===== src/design/swmax_pkg.sv =====
// Shared types and constants for the sliding window maximum block.
package swmax_pkg;

	localparam int DATA_W = 32;
	localparam int CFG_W  = 7;

	// Commands from controller to datapath
	typedef struct packed {
		logic load;       // latch input transfer, clear sequence on start_req
		logic rd_front;   // read deque front cell
		logic rd_back;    // read deque back cell
		logic retire;     // retire front entry
		logic drop;       // drop back entry
		logic append;     // append sample, advance counters
		logic emit;       // load result register
	} cmd_t;

	// Status from datapath to controller
	typedef struct packed {
		logic cnt_zero;   // deque empty
		logic front_old;  // front entry has left the window
		logic back_less;  // back entry strictly smaller than sample
		logic emit_pend;  // current item produces a result
		logic out_free;   // result register can take a value
	} status_t;

endpackage


===== src/design/swmax_ctrl.sv =====
// Controller state machine for the sliding window maximum block.
module swmax_ctrl (
	input  logic              clk,
	input  logic              arst_n,
	input  logic              in_valid,
	output logic              in_ready,
	input  swmax_pkg::status_t status,
	output swmax_pkg::cmd_t    cmd
);

	typedef enum logic [6:0] {
		S_IDLE      = 7'b0000001,
		S_FRONT_RD  = 7'b0000010,
		S_FRONT_CHK = 7'b0000100,
		S_BACK_RD   = 7'b0001000,
		S_BACK_CHK  = 7'b0010000,
		S_WRITE     = 7'b0100000,
		S_EMIT      = 7'b1000000
	} state_t;

	state_t state_q, state_d;

	always_ff @(posedge clk or negedge arst_n) begin
		if (!arst_n) begin
			state_q <= S_IDLE;
		end else begin
			state_q <= state_d;
		end
	end

	always_comb begin
		state_d  = state_q;
		cmd      = '0;
		in_ready = 1'b0;
		unique case (state_q)
			S_IDLE: begin
				in_ready = 1'b1;
				if (in_valid) begin
					cmd.load = 1'b1;
					state_d  = S_FRONT_RD;
				end
			end
			S_FRONT_RD: begin
				if (status.cnt_zero) begin
					state_d = S_BACK_RD;
				end else begin
					cmd.rd_front = 1'b1;
					state_d      = S_FRONT_CHK;
				end
			end
			S_FRONT_CHK: begin
				if (status.front_old) begin
					cmd.retire = 1'b1;
					state_d    = S_FRONT_RD;
				end else begin
					state_d = S_BACK_RD;
				end
			end
			S_BACK_RD: begin
				if (status.cnt_zero) begin
					state_d = S_WRITE;
				end else begin
					cmd.rd_back = 1'b1;
					state_d     = S_BACK_CHK;
				end
			end
			S_BACK_CHK: begin
				if (status.back_less) begin
					cmd.drop = 1'b1;
					state_d  = S_BACK_RD;
				end else begin
					state_d = S_WRITE;
				end
			end
			S_WRITE: begin
				// front read runs alongside the append
				cmd.append   = 1'b1;
				cmd.rd_front = 1'b1;
				state_d      = S_EMIT;
			end
			S_EMIT: begin
				if (!status.emit_pend) begin
					state_d = S_IDLE;
				end else if (status.out_free) begin
					cmd.emit = 1'b1;
					state_d  = S_IDLE;
				end
			end
			default: begin
				state_d = S_IDLE;
			end
		endcase
	end

endmodule


===== src/design/swmax_datapath.sv =====
// Datapath: deque memory, pointers, counters and result register.
module swmax_datapath #(
	parameter int MAX_WINDOW = 64
) (
	input  logic                                clk,
	input  logic                                arst_n,
	input  logic                                cfg_we,
	input  logic [swmax_pkg::CFG_W-1:0]         window_size,
	input  logic signed [swmax_pkg::DATA_W-1:0] sample,
	input  logic                                start_req,
	input  swmax_pkg::cmd_t                     cmd,
	output swmax_pkg::status_t                  status,
	output logic                                out_valid,
	input  logic                                out_ready,
	output logic signed [swmax_pkg::DATA_W-1:0] window_max
);

	localparam int AW      = (MAX_WINDOW > 1) ? $clog2(MAX_WINDOW) : 1;
	localparam int CW      = $clog2(MAX_WINDOW + 1);
	localparam int POS_MOD = 2 * MAX_WINDOW;
	localparam int PW      = $clog2(POS_MOD);

	logic signed [swmax_pkg::DATA_W-1:0] mem_val [MAX_WINDOW];
	logic [PW-1:0]                       mem_pos [MAX_WINDOW];

	logic [AW-1:0]                       head_q;
	logic [CW-1:0]                       count_q;
	logic [PW-1:0]                       pos_q;
	logic [CW-1:0]                       seen_q;
	logic [swmax_pkg::CFG_W-1:0]         wsize_q;
	logic                                emit_pend_q;
	logic                                out_valid_q;
	logic signed [swmax_pkg::DATA_W-1:0] sample_q;
	logic signed [swmax_pkg::DATA_W-1:0] rd_val_q;
	logic [PW-1:0]                       rd_pos_q;
	logic                                front_new_q;
	logic signed [swmax_pkg::DATA_W-1:0] out_data_q;

	logic [31:0]   w_full;
	logic [CW-1:0] w_eff;
	logic [CW:0]   tail_sum, last_sum;
	logic [AW-1:0] tail_idx, last_idx, rd_addr, head_next;
	logic [PW:0]   age;
	logic [PW-1:0] pos_next;
	logic [CW-1:0] seen_clamp, seen_next;
	logic          cnt_full;

	// Effective window: zero reads as one, clamp at the deque depth
	always_comb begin
		if (wsize_q == '0) begin
			w_full = 32'd1;
		end else if (32'(wsize_q) > 32'(MAX_WINDOW)) begin
			w_full = 32'(MAX_WINDOW);
		end else begin
			w_full = 32'(wsize_q);
		end
		w_eff = w_full[CW-1:0];
	end

	// Circular cell indexes
	always_comb begin
		tail_sum = (CW+1)'(head_q) + (CW+1)'(count_q);
		last_sum = tail_sum - (CW+1)'(1);
		tail_idx = (tail_sum >= (CW+1)'(MAX_WINDOW)) ?
			AW'(tail_sum - (CW+1)'(MAX_WINDOW)) : AW'(tail_sum);
		last_idx = (last_sum >= (CW+1)'(MAX_WINDOW)) ?
			AW'(last_sum - (CW+1)'(MAX_WINDOW)) : AW'(last_sum);
		head_next = (head_q == AW'(MAX_WINDOW - 1)) ? '0 : head_q + AW'(1);
		rd_addr   = cmd.rd_back ? last_idx : head_q;
		cnt_full  = (count_q == CW'(MAX_WINDOW));
	end

	// Age of the front entry, positions kept modulo 2*MAX_WINDOW
	always_comb begin
		if (pos_q >= rd_pos_q) begin
			age = (PW+1)'(pos_q) - (PW+1)'(rd_pos_q);
		end else begin
			age = (PW+1)'(pos_q) + (PW+1)'(POS_MOD) - (PW+1)'(rd_pos_q);
		end
		pos_next = (pos_q == PW'(POS_MOD - 1)) ? '0 : pos_q + PW'(1);
	end

	always_comb begin
		seen_clamp = (seen_q > w_eff) ? w_eff : seen_q;
		seen_next  = (seen_clamp < w_eff) ? seen_clamp + CW'(1) : seen_clamp;
	end

	assign status.cnt_zero  = (count_q == '0);
	assign status.front_old = (age >= (PW+1)'(w_eff));
	assign status.back_less = (rd_val_q < sample_q);
	assign status.emit_pend = emit_pend_q;
	assign status.out_free  = !out_valid_q || out_ready;

	// Deque memory: one write port, one registered read port
	always_ff @(posedge clk) begin
		if (cmd.append && !cnt_full) begin
			mem_val[tail_idx] <= sample_q;
			mem_pos[tail_idx] <= pos_q;
		end
		if (cmd.rd_front || cmd.rd_back) begin
			rd_val_q <= mem_val[rd_addr];
			rd_pos_q <= mem_pos[rd_addr];
		end
	end

	// Control state
	always_ff @(posedge clk or negedge arst_n) begin
		if (!arst_n) begin
			head_q      <= '0;
			count_q     <= '0;
			pos_q       <= '0;
			seen_q      <= '0;
			wsize_q     <= swmax_pkg::CFG_W'(1);
			emit_pend_q <= 1'b0;
			out_valid_q <= 1'b0;
		end else begin
			if (cfg_we) begin
				wsize_q <= window_size;
			end
			if (cmd.load && start_req) begin
				head_q  <= '0;
				count_q <= '0;
				pos_q   <= '0;
				seen_q  <= '0;
			end
			if (cmd.retire) begin
				head_q  <= head_next;
				count_q <= count_q - CW'(1);
			end
			if (cmd.drop) begin
				count_q <= count_q - CW'(1);
			end
			if (cmd.append) begin
				if (!cnt_full) begin
					count_q <= count_q + CW'(1);
				end
				pos_q       <= pos_next;
				seen_q      <= seen_next;
				emit_pend_q <= (seen_next >= w_eff);
			end
			if (cmd.emit) begin
				out_valid_q <= 1'b1;
			end else if (out_ready) begin
				out_valid_q <= 1'b0;
			end
		end
	end

	// Payload registers
	always_ff @(posedge clk) begin
		if (cmd.load) begin
			sample_q <= sample;
		end
		if (cmd.append) begin
			front_new_q <= (count_q == '0);
		end
		if (cmd.emit) begin
			out_data_q <= front_new_q ? sample_q : rd_val_q;
		end
	end

	assign out_valid  = out_valid_q;
	assign window_max = out_data_q;

endmodule


===== src/design/sliding_window_maximum_top.sv =====
// Top level of the sliding window maximum block.
//
// Channel   Direction  Handshake             Payload
// config    in         cfg_we                window_size[6:0]
// input     in         in_valid / in_ready   sample[31:0] signed, start_req
// result    out        out_valid / out_ready window_max[31:0] signed
//
// One input transfer at a time: each item reads and retires expired entries at the front,
// then reads and drops smaller entries at the back, appends the sample and hands off the
// result; the deque memory has a single read port, so entries are checked one by one.
// A waiting result sits in its own register, so the next transfer is taken meanwhile;
// only a second result finding it still full stalls the item.
// Async reset clears pointers, counters and the window register (to 1).
module sliding_window_maximum_top #(
	parameter int MAX_WINDOW = 64
) (
	input  logic                                clk,
	input  logic                                arst_n,
	input  logic                                cfg_we,
	input  logic [swmax_pkg::CFG_W-1:0]         window_size,
	input  logic                                in_valid,
	output logic                                in_ready,
	input  logic signed [swmax_pkg::DATA_W-1:0] sample,
	input  logic                                start_req,
	output logic                                out_valid,
	input  logic                                out_ready,
	output logic signed [swmax_pkg::DATA_W-1:0] window_max
);

	swmax_pkg::cmd_t    cmd;
	swmax_pkg::status_t status;

	// Sequencer: retire loop, pop loop, append, result hand-off
	swmax_ctrl u_ctrl (
		.clk      (clk),
		.arst_n   (arst_n),
		.in_valid (in_valid),
		.in_ready (in_ready),
		.status   (status),
		.cmd      (cmd)
	);

	// Deque memory, counters, compares and result register
	swmax_datapath #(
		.MAX_WINDOW (MAX_WINDOW)
	) u_datapath (
		.clk         (clk),
		.arst_n      (arst_n),
		.cfg_we      (cfg_we),
		.window_size (window_size),
		.sample      (sample),
		.start_req   (start_req),
		.cmd         (cmd),
		.status      (status),
		.out_valid   (out_valid),
		.out_ready   (out_ready),
		.window_max  (window_max)
	);

	// An input transfer starts a multi-cycle item; no transfer right after
	a_one_item: assert property (@(posedge clk) disable iff (!arst_n)
		(in_valid && in_ready) |=> !in_ready)
		else $error("input taken while an item is in progress");

	// A result never overwrites one that has not been transferred
	a_no_overwrite: assert property (@(posedge clk) disable iff (!arst_n)
		cmd.emit |-> (!out_valid || out_ready))
		else $error("result register overwritten");

	// Entries are removed only from a non-empty deque
	a_pop_nonempty: assert property (@(posedge clk) disable iff (!arst_n)
		(cmd.retire || cmd.drop) |-> !status.cnt_zero)
		else $error("pop from empty deque");

endmodule

===== config.mk =====
export PLATFORM = sky130hd
export DESIGN_NAME = sliding_window_maximum_top
export DESIGN_NICKNAME = d
export VERILOG_FILES = /design/src/design/swmax_pkg.sv /design/src/design/swmax_ctrl.sv /design/src/design/swmax_datapath.sv /design/src/design/sliding_window_maximum_top.sv
export SDC_FILE = /design/constraint.sdc
export NUM_CORES = 2
export LEC_CHECK = 0
export ABC_AREA = 1
export CAP_MARGIN = 30
export CORE_ASPECT_RATIO = 1.25
export CORE_MARGIN = 5
export CORE_UTILIZATION = 44
export DETAILED_ROUTE_END_ITERATION = 10
export DONT_BUFFER_PORTS = 1
export GPL_ROUTABILITY_DRIVEN = 0
export SYNTH_ARGS = -nofsm -noshare
export SYNTH_HDL_FRONTEND = slang
export SYNTH_SLANG_ARGS = --single-unit

===== constraint.sdc =====
create_clock -name clk -period 8.7 [get_ports clk]
set_input_delay 0.87 -clock clk [delete_from_list [all_inputs] [get_ports clk]]
set_output_delay 0.87 -clock clk [all_outputs]
set_load 0.02 [all_outputs]

==> Yosys cells after proc, flatten, opt, wreduce, memory -nomap -nowiden <==
Memory sizes are Yosys's and may differ from the RTL's. A register that Yosys moved wholly into a read port is not among the register bits.
Cells that the tools add are included.
{ "word_totals": {"ff_bits": 108, "memories": 2, "inputBits": 45, "wordCells": 105, "ram_bits": 2496, "output_inout_bits": 34} }
{ "classes": {"reduce_logical": 12, "mux": 47, "order_cmp": 9, "n_addsub": 12, "eq_ne": 12} }
{ "memory_table": {"columns": ["name", "words", "word_bits", "read_ports", "rd_clocked_by_memory_dff", "wr", "line", "rtl"], "rows": [
  ["u_datapath.mem_val", 64, 32, 1, 1, 1, "swmax_datapath.sv:23", "logic signed [swmax_pkg::DATA_W-1:0] mem_val [MAX_WINDOW];"],
  ["u_datapath.mem_pos", 64, 7, 1, 1, 1, "swmax_datapath.sv:24", "logic [PW-1:0] mem_pos [MAX_WINDOW];"]
]} }
{ "op_table": {"columns": ["cell", "count"], "rows": [
  ["7-bit two-way mux", 16],
  ["7-bit case mux with 7 select lines", 1],
  ["6-bit two-way mux", 8],
  ["32-bit < comparator", 1],
  ["32-bit two-way mux", 1],
  ["7-bit by 1-bit adder with 7-bit output, second input constant", 3],
  ["7-bit equality test, second input constant", 3],
  ["1-bit two-way mux", 17],
  ["8-bit by 7-bit greater-or-equal comparator with 1-bit output, second input constant", 2],
  ["7-bit greater-or-equal comparator", 2],
  ["7-bit logical NOT", 2],
  ["6-bit by 1-bit subtractor with 6-bit output, second input constant", 2],
  ["6-bit by 7-bit adder with 8-bit output", 1],
  ["7-bit by 8-bit adder with 8-bit output, second input constant", 1],
  ["8-bit by 7-bit greater-or-equal comparator with 1-bit output", 1],
  ["4-bit two-way mux", 2],
  ["8-bit two-way mux", 1],
  ["7-bit by 7-bit subtractor with 8-bit output", 1],
  ["8-bit by 1-bit subtractor with 8-bit output, second input constant", 1],
  ["8-bit by 7-bit subtractor with 8-bit output", 1],
  ["7-bit by 1-bit equality test with 1-bit output, second input constant", 1],
  ["7-bit by 2-bit equality test with 1-bit output, second input constant", 1],
  ["7-bit by 3-bit equality test with 1-bit output, second input constant", 1],
  ["7-bit by 4-bit equality test with 1-bit output, second input constant", 1],
  ["other kinds (16)", 21]
]} }

==> Logic depth before layout (Yosys ltp) <==
{ "depth": {"depth_word": 10, "ltp_mapped": 29, "ltp_nobuf": 29} }

==> Modules after synthesis <==
Synthesis repeated with hierarchy kept, for this count alone.
{ "hier_totals": {"cells_unflattened": 8791, "area_unflattened_um2": 107172.8} }
{ "by_module_without_submodules": {"columns": ["mod", "area_per_inst_um2", "cells_each", "seq_area_each_um2", "n_inst"], "rows": [
  ["swmax_datapath", 106699.8, 8722, 78977.0, 1],
  ["swmax_ctrl", 473.0, 69, 176.4, 1]
]} }

==> Least setup slack after synthesis <==
No wires, ideal clock.
{ "synth_timing": {"path_type": "reg2reg", "start": "register u_datapath.wsize_q[5] in the netlist's numbering", "end": "register u_datapath.emit_pend_q", "synth_period_minus_slack_ps": 4645, "required_time_ps": 8574, "stages_incl_launch_ff": 29, "path_buffers": 0, "setup_ps": 126, "arrival_time_ps": 4520, "path_slack_ps": 4055, "cell_sequence": "dfrtp_1 > nor2_1 > nand4_1 > nand2_1 > nand2_1 > ha_1 > nand2_1 > o21ai_0 > nand2_1 > nand2_1 > nand2_1 > o21ai_0 > inv_1 > ha_1 > a21oi_1 > nor2_1 > a211oi_1 > a21boi_1 > nand2_1 > o21ai_0 > inv_1 > ha_1 > a21boi_0 > o21a_1 > o21a_1 > o21ai_0 > a21boi_0 > o21ai_0 > a21oi_1"} }
{ "synth_between": {"elab_chain_len": 8, "word_cells_on_any_way": 10, "cone_classes": "add/sub (1); order compare (4); mux (4); reduce/logical (1)"} }
{ "synth_lines": {"columns": ["element", "line", "rtl"], "rows": [
  ["start: declaration", "swmax_datapath.sv:30", "logic [swmax_pkg::CFG_W-1:0] wsize_q;"],
  ["start signal: assignment", "swmax_datapath.sv:113", "wsize_q <= swmax_pkg::CFG_W'(1);"],
  ["start signal: assignment", "swmax_datapath.sv:118", "wsize_q <= window_size;"],
  ["7-bit > comparator", "swmax_datapath.sv:52", "end else if (32'(wsize_q) > 32'(MAX_WINDOW)) begin"],
  ["7-bit two-way mux", "swmax_datapath.sv:52", null],
  ["7-bit two-way mux *", "swmax_datapath.sv:50", "if (wsize_q == '0) begin"],
  ["7-bit > comparator", "swmax_datapath.sv:84", "seen_clamp = (seen_q > w_eff) ? w_eff : seen_q;"],
  ["7-bit two-way mux", "swmax_datapath.sv:84", null],
  ["7-bit by 1-bit adder with 7-bit output or 7-bit < comparator (tied branches)", "swmax_datapath.sv:85", "seen_next = (seen_clamp < w_eff) ? seen_clamp + CW'(1) : seen_clamp;"],
  ["7-bit two-way mux", "swmax_datapath.sv:85", null],
  ["7-bit greater-or-equal comparator *", "swmax_datapath.sv:139", "emit_pend_q <= (seen_next >= w_eff);"],
  ["end signal: assignment", "swmax_datapath.sv:139", null],
  ["end: declaration", "swmax_datapath.sv:31", "logic emit_pend_q;"]
]} }
Mark *: on every way between the ends. The rest lies on a longest branch, timed or not.
A chain may end at the register's enable or synchronous reset.

==> Worst setup path after layout <==
{ "layout_timing": {"start": "register u_datapath.wsize_q[1] in the netlist's numbering", "end": "register u_datapath.emit_pend_q"} }
Same word-level chain as after synthesis.

==> results.toml <==
[worst_setup_path]
cp.required_ns = 9.45
crit_top_cell = "nand2_1"
cp_max_fo = 10
crit_type = "flip-flop to flip-flop"
cp-start-kind = "flip-flop"
cp.arrival_ns = 6.41
slowest_delay_ns = 0.63
end_kind = "flip-flop"
crit_path_top_delay_cell = "a21boi_1"

[detailed_routing]
postRouteWirelength_um = 324000
vias = 73600
wl_per_cell_um = 24.3
drcViolationCount = 0
drtAntennaViolNets = 0
vias_per_cell = 5.53
first_iter_violations = 8225
drt_first_pass_iters = 9

[sta]
min_period_over_period_pct = 65.1
slew_violations = 0
fin_ws_ns = 3.04
setup_tns_ns = 0
setup_viol = 0
hold_viol = 0
maxSlewHeadroom_pct = 20.0
skew_ns = 0.0407
rsz0062_at_grt = "false"
tightestPinTransition_ns = 1.20
fmax_ghz = 0.177
period_needed_ns = 5.66

[clock_network]
numCtsBuffers = 249
cts_tree = "done"
root_buffer = "clkbuf_16"
postCtsSetupRepairBufs = 0
clk_latency_ns = 0.91
cts_sinks = 2643
clk_pin_slew_ns = 0.06
ctsHtreeMaxLevel = 4
clk_path_buf_depth = 4

[synth]
syn_area_per_cell_um2 = 11.4
syn_area_mm2 = 0.112
yosys_register_bits = 2643
synth-warning-count = 0
ys_seq_area_share_pct = 70.4
synthDominantCellAreaShare_pct = 69.4
ys_types = 44
yosys.area.top_type = "edfxtp_1"
syn_nets = 10000
synthTopCellsByArea = "edfxtp_1, nand2_1, nand3_1"
netlist_instances = 9882

[global_route]
grt_antenna_before_repair = 11
grtUsageTotal_pct = 23.8
grt_max_degree = 188
gr-total-overflow = 0
grt_pass1_wl_um = 471000
grt_pass1_vias = 70500

[outcome]
status = "completed"

[floorplan]
die_area_mm2 = 0.266
core_mm2 = 0.254
pin_count = 79
start_util_pct = 44.2
fp.dieW_um = 462
die_height_um = 575
rows = 207

[finish]
nets = 9885
syn_to_final_growth_pct = 9.87
drive_gt1_share_pct = 6.21
final_common_cell = "nand2_1"
final_cell_mix = "nand2_1, edfxtp_1, nand3_1, inv_1, o211ai_1"

[power]
p_per_area_mw_per_mm2 = 277
p_leak_nw = 47.4
peakVddDrop_uv = 247
p_total_mw = 34.2

[hold_path]
hold_class = "input port to flip-flop"

[placement]
numPortBuffers = 0
dp_hpwl_um = 166000
post-place-ws_ns = 3.17

[job]
drv_cap = 0
## metal layers
layer | global-route usage, % | vias up | part of all wire [%]
li1 | - | 33500 | -
met1 | 30.6 | 36200 | 39
met2 | 40.8 | 3149 | 49
met3 | 3.02 | 683 | 7.3
met4 | 10.1 | 4 | 4.8
met5 | 0 | - | 0.0096
## path summary, 6_finish.rpt
path	from	endpoint	slack, ns	depth (start not counted)
worst max-delay path	u_datapath.wsize_q[1]	u_datapath.emit_pend_q	3.04	28
worst min-delay path	sample[30]	u_datapath.sample_q[30]	0.08	0
worst max register to register	u_datapath.wsize_q[1]	u_datapath.emit_pend_q	3.04	28
worst min register to register	u_datapath.wsize_q[0]	u_datapath.wsize_q[0]	0.52	2
max in group asynchronous	arst_n	u_datapath.wsize_q[0]	7.92	2
min in group asynchronous	arst_n	u_datapath.out_valid	0.51	2
## cells in the mapped netlist, drive strengths merged
cell type     n
nor3b         1
fa            2
o21bai        1
nor3          7
o211ai      545
o21a          4
o21ai        33
clkbuf      107
or2           1
a31oi         2
buf         445
dfstp         2
a22o          3
nand2      3118
inv        1160
a21boi        5
mux2          2
a32o          1
nor4          9
nor2        152
a22oi         1
a21oi        66
nand4         8
dfrtp        41
xor2         17
edfxtp     2600
o22ai         8
a211oi        1
ha           76
xnor2         8
nand3      1456
## sequential cells by signal, summed over array words and instances (netlist names)
signal,flops
u_datapath.front_new_q,1
u_datapath.rd_val_q,32
u_datapath.window_max,32
u_datapath.wsize_q,7
u_ctrl.state_q,7
u_datapath.pos_q,7
u_datapath.head_q,6
u_datapath.out_valid,1
u_datapath.count_q,7
u_datapath.rd_pos_q,7
u_datapath.emit_pend_q,1
u_datapath.mem_pos,448
u_datapath.sample_q,32
u_datapath.seen_q,7
u_datapath.mem_val,2048
## logic make-up (layout without fill, tap and decap cells)
group / Yosys count / in the layout / synth area share (%)
adder cells (fa/ha/maj): 78 / 78 / 0.881
XOR/XNOR: 25 / 25 / 0.195
other: 0 / 2 / 0
multiplexers: 2 / 2 / 0.0200
flip-flops: 2643 / 2643 / 70.4
buffers and inverters: 1712 / 1793 / 6.67
AND/OR/NAND/NOR: 4752 / 4752 / 17.6
AO/OA/AOI/OAI: 670 / 670 / 4.25
## area by class of cell
| cell class | instances | area, um^2 |
|---|---|---|
| well taps | 3344 | 4180 |
| multi-input cells | 5527 | 26300 |
| flip-flops and latches | 2643 | 79200 |
| clock inverters | 151 | 1180 |
| clock buffers | 301 | 6550 |
| repair buffers | 181 | 1720 |
| fillers | 22300 | 131000 |
| inverters | 1160 | 4380 |
| diodes | 2 | 5.00 |
## what timing repair did
action	4_1_cts	5_1_grt
hold buffers	2	0
hold endpoints to repair	43	0
gates resized for setup	0	0
## worst max-delay path, delay by kind of cell, from the launching register on
| kind | cells | cell delay [ns] |
|---|---|---|
| and+or+nand+nor | 10 | 1.21 |
| AOI/OAI and AO/OA | 13 | 2.67 |
| adders and majority gates | 3 | 0.98 |
| buffers and inverters | 2 | 0.23 |
| DFF | 1 | 0.39 |
## where the power goes
| part | leakage, nW | internal, mW | switching [mW] |
|---|---|---|---|
| combinational | 19.5 | 2.26 | 6.38 |
| sequential | 24.1 | 14.8 | 0.153 |
| clock | 3.81 | 5.88 | 4.71 |
## per-stage QoR
step	utilization, %	std cells	hold WS (ns)	instance area, um^2
floorplan	-	9882	0.469	112000
global placement	45.4	12800	0.501	116000
detailed placement	45.5	12900	0.500	116000
CTS	48.6	13300	0.0212	123000
global route	48.6	13300	0.0412	124000
finish	48.6	13300	0.0812	124000
No activity file was read; power rests on OpenSTA's default activity.
